--- src/stbs_pkg.sv ---
// Shared constants, word types and state encodings for the sorted table search block.
package stbs_pkg;

  localparam int TABLE_DEPTH = 1024;
  localparam int VALUE_WIDTH = 32;
  localparam int IDX_W       = $clog2(TABLE_DEPTH);
  localparam int CNT_W       = IDX_W + 1;
  localparam int QUEUE_DEPTH = 2;
  localparam int QPTR_W      = $clog2(QUEUE_DEPTH);

  localparam logic ACT_LOAD   = 1'b0;
  localparam logic ACT_SEARCH = 1'b1;

  typedef enum logic [1:0] {
    OP_LOAD,
    OP_SEARCH,
    OP_EMPTY
  } op_t;

  typedef enum logic {
    BK_IDLE,
    BK_SEARCH
  } back_state_t;

  typedef struct packed {
    logic                          action;
    logic [IDX_W-1:0]              index;
    logic signed [VALUE_WIDTH-1:0] value;
  } in_t;

  typedef struct packed {
    logic             found;
    logic [IDX_W-1:0] position;
  } out_t;

  typedef struct packed {
    op_t                           op;
    logic [IDX_W-1:0]              index;
    logic signed [VALUE_WIDTH-1:0] value;
    logic [CNT_W-1:0]              span;
  } work_t;

  typedef struct packed {
    logic  valid;
    work_t work;
  } qhead_t;

endpackage

--- src/stbs_front.sv ---
// Front end: takes input words, classifies them and holds them in a short queue.
module stbs_front (
  input  logic                          clk,
  input  logic                          rst_n,
  input  logic                          start,
  output logic                          busy,
  input  stbs_pkg::in_t                 in_data,
  input  logic                          cfg_valid,
  output logic                          cfg_ready,
  input  logic [stbs_pkg::CNT_W-1:0]    cfg_data,
  input  logic                          pop,
  output stbs_pkg::qhead_t              qhead
);
  import stbs_pkg::*;

  logic [CNT_W-1:0]  count_r;
  work_t             q_mem_r [QUEUE_DEPTH];
  logic [QPTR_W-1:0] wr_ptr_r, wr_ptr_nxt;
  logic [QPTR_W-1:0] rd_ptr_r, rd_ptr_nxt;
  logic [QPTR_W:0]   fill_r, fill_nxt;
  logic              accept;
  logic              do_pop;
  work_t             work_in;
  logic [CNT_W-1:0]  span;

  assign cfg_ready = 1'b1;
  assign busy      = (fill_r == (QPTR_W+1)'(QUEUE_DEPTH));
  assign accept    = start && !busy;
  assign do_pop    = pop && (fill_r != '0);

  // A count beyond the table is clipped, so the back end never probes past it.
  assign span = (count_r > CNT_W'(TABLE_DEPTH)) ? CNT_W'(TABLE_DEPTH) : count_r;

  always_comb begin
    work_in.index = in_data.index;
    work_in.value = in_data.value;
    work_in.span  = span;
    if (in_data.action == ACT_LOAD) begin
      work_in.op = OP_LOAD;
    end else if (span == '0) begin
      work_in.op = OP_EMPTY;
    end else begin
      work_in.op = OP_SEARCH;
    end
  end

  always_comb begin
    wr_ptr_nxt = accept ? wr_ptr_r + QPTR_W'(1) : wr_ptr_r;
    rd_ptr_nxt = do_pop ? rd_ptr_r + QPTR_W'(1) : rd_ptr_r;
    case ({accept, do_pop})
      2'b10:   fill_nxt = fill_r + (QPTR_W+1)'(1);
      2'b01:   fill_nxt = fill_r - (QPTR_W+1)'(1);
      default: fill_nxt = fill_r;
    endcase
  end

  always_ff @(posedge clk) begin
    if (!rst_n) begin
      count_r  <= '0;
      wr_ptr_r <= '0;
      rd_ptr_r <= '0;
      fill_r   <= '0;
    end else begin
      if (cfg_valid && cfg_ready) begin
        count_r <= cfg_data;
      end
      wr_ptr_r <= wr_ptr_nxt;
      rd_ptr_r <= rd_ptr_nxt;
      fill_r   <= fill_nxt;
    end
  end

  always_ff @(posedge clk) begin
    if (accept) begin
      q_mem_r[wr_ptr_r] <= work_in;
    end
  end

  assign qhead.valid = (fill_r != '0);
  assign qhead.work  = q_mem_r[rd_ptr_r];

endmodule

--- config.mk ---
export PLATFORM = sky130hd
export DESIGN_NAME = stbs_front
export DESIGN_NICKNAME = d
export VERILOG_FILES = /design/src/stbs_pkg.sv /design/src/stbs_front.sv
export SDC_FILE = /design/constraint.sdc
export NUM_CORES = 1
export LEC_CHECK = 0
export ABC_AREA = 1
export BUFFER_PORTS_ARGS = -buffer_cell sky130_fd_sc_hd__buf_2
export CORE_UTILIZATION = 33
export DETAILED_ROUTE_END_ITERATION = 16
export PLACE_DENSITY = 0.57
export SYNTH_ARGS = -nofsm -noshare
export SYNTH_HDL_FRONTEND = slang
export SYNTH_SLANG_ARGS = --single-unit
--- constraint.sdc ---
create_clock -name clk -period 3.35 [get_ports clk]
set_clock_uncertainty 0.2 [all_clocks]
set_input_delay 0.5025 -clock clk [delete_from_list [all_inputs] [get_ports clk]]
set_output_delay 0.5025 -clock clk [all_outputs]
set_load 0.02 [all_outputs]
==> impl_results.md <==
* Filler cells at around 1.3k
* Top cells by count, synth: edfxtp_1 (110), mux2_4 (50), nor2_1 (25)
* Most used DFF post-synth: edfxtp_1
* H-tree depth at 4
* Yosys warns at 0
* Pin count of the biggest net entering global routing at 38
* IO buf count at about 120
* Worst slew pin tran at 642 ps
* Distinct cell type count after synthesis at 20
* ANT cells at 0
* Syn Inst Count at 283
* Most numerous cell in the Yosys netlist: edfxtp_1
* Drt via density at 4.40
* Number of max-cap violations at 0
* Post-synth EDFFs at 110
* Initial DRT Pass Iterations at 4
* Terminus of the critical flop-to-flop path: q_mem_r[0][35]
* Vias in the first global route at between 2k and 3k
* Final non-filler cell total at 607
* Pwr dens at ~730 nW/um^2
* Ys async rst share at 0%
* Flop2flop setup slack at roughly 1400 ps
* Count of final hold-check violations at 0
* Worst path arrival time at 1910 ps
* Fmax at ~380 MHz
* Top-area cell type share of the netlist area at between 60% and 70%
* Ports at 117
* Final WS setup at 740 ps
* Root buf cell: clkbuf_16
* Worst hold path class: input pin to register
* Synth Area in Adders at less than 1%
* GRT Util Overall at a little under an eighth
* Post-DP HPWL at ~5.9 mm
* RSZ-0062 raised after global routing: false
* FF-to-FF path depth at 4
* Pleak at about 2.5 nW
* Die Y at approximately 120 um
* Tmin final at between 2000 and 3000 ps
* Worst reg2reg path startpoint: fill_r[1]
* Final Max Slew Viols at 0
* Data required time at the worst endpoint at about 2700 ps
* Die Wd at about 120 um
* Critical path destination: qhead[35]
* Worst slew margin at ~57%
* Syn nets at between 300 and 400
* CTS tree: done
* Largest family of logic cells by synthesized area: multiplexers
* Initial Util at about 34%
* Crit path launch type: register
* Clock Path Buffers at 2
* Final Setup Violations at 0
* Grt ovf at 0
* Clock slew at reported path FFs at around 50 ps
* Post-synthesis xor/xnor area fraction at 0%
* Initial antenna violation count at 0
* Simple-gate share of the synthesized area at 3.25%
* Routed Antenna Nets at 0
* Final wirelength at slightly below 9 mm
* Row count at 44
* Post-CTS Setup Inserts at 0
* Sequential fraction of the synthesis area at between 70% and 80%
* Post-Syn Area at between 4000 and 5000 sq um
* Hold_ws at 77.0 ps
* Top cell type by total area after synthesis: edfxtp_1
* CP endpoint kind: output pin
* Final Cycle Share at around 80%
* CTS resizes at 0
* Clk_lat worst skew at just over 400 ps
* Crit path max fanout at 37
* Placed cells at around 580
* First-pass GRT wire length at between 10 and 15 mm
* # hold bufs at CTS at 0
* Clock sinks at approximately 130
* Core box area at between 10,000 and 15,000 sq um
* Via count at 2,670
* NumNets Final at 470
* VDD IR-drop max at roughly 0.33 mV
* CTS Buf Count at 17
* #FFs+latches synth at 126
* Final TNS setup at 0 ps
* Die ar. at between 15,000 and 20,000 sq um
* WL/cell at 14.7 um
* Average cell area after synthesis at 17.6 sq um
* Synth top area cells: edfxtp_1 (66%), mux2_4 (15%), dfxtp_1 (6.4%)
* Post-synthesis mux area share at between 10% and 20%
* Synth Area in Compound Gates at 3.07%
* DRC viols at 0
* Hold Crit Depth at 1
* P&R area growth vs syn at 25.9%
* Status: completed
* GPL Wtd Cong at between 0.6 and 0.7
* Setup Crit Path Kind: register to output pin
* Dpl ws at about 1200 ps
* Share of cells above drive strength 1 at around half
* Drt initial violations at 181
-- layer usage --
| layer | GRT usage [%] | part of all wire (%) |
|---|---|---|
| met3 | 4.94 | 5.9 |
| met1 | 13.5 | 44 |
| met2 | 19.1 | 48 |
| met5 | 0 | 0 |
| met4 | 6.80 | 2.4 |
-- sequential cells by signal (all words and copies together), names as in the netlist, named ones only --
| register | cells |
|---|---|
| wr_ptr_r | 1 |
| fill_r | 2 |
| count_r | 11 |
| rd_ptr_r | 1 |
| q_mem_r | 110 |
-- cell usage in the layout, fill, tap and decap left out, types with 4 or more instances in the layout --
master / n
buf_2: 115
nor2_1: 23
inv_1: 19
mux2_2: 5
o21ai_0: 12
a21oi_1: 15
clkbuf_1: 8
nand3_1: 4
mux2_4: 50
nand2_1: 11
clkbuf_8: 6
clkbuf_16: 17
edfxtp_1: 110
dfxtp_1: 15
-- how the worst min path moves through the flow --
| stage | start | slack (ps) | end |
|---|---|---|---|
| after detailed placement | count_r[7] | 270 | count_r[7] |
| after global routing | in_data[34] | 60 | q_mem_r[1][45] |
| after global placement | count_r[7] | 260 | count_r[7] |
| after floorplan | count_r[5] | 250 | count_r[5] |
| final | in_data[27] | 80 | q_mem_r[0][38] |
| after CTS | in_data[27] | 50 | q_mem_r[1][38] |
-- cell families (layout without fill, tap and decap cells) --
kind of cell    after synthesis  count (layout)
compound gates               29              29
fa+ha+maj                     1               1
buf+inv                      30             170
flops                       126             126
mux                          55              55
other cells                   1               1
simple gates                 41              41
-- power by group --
group / switching (mW) / internal, mW / leakage (nW)
Sequential: 0.0754 / 1.91 / 1.17
Combinational: 0.524 / 0.415 / 1.07
Clock: 0.587 / 1.06 / 0.266
-- area by class of cell --
cell class	count	area (sq um)	share of cell area (%)
inverters	19	71.3	1.14
clock inverters	1	5.00	0.0800
multi-input cells	127	1150	18.4
repair buffers	119	631	10.1
well taps	184	230	3.68
flip-flops and latches	126	3630	58.0
clock buffers	31	538	8.60
-- through the flow --
step                      instance area [sq um]  util (%)  total power, mW
after global placement                     5710      39.2             2.96
final                                      6250      42.9             4.57
after detailed placement                   5710      39.2             2.98
after floorplan                            4970         -             2.73
after global routing                       6250      42.9             4.77
after CTS                                  6250      42.9             4.65
-- critical path, cell delays in order (launching register included) --
cell and delay [ps]:
dfxtp_4 590, buf_12 310, mux2_2 380, buf_2 160
No activity file was read; power rests on OpenSTA's default activity.
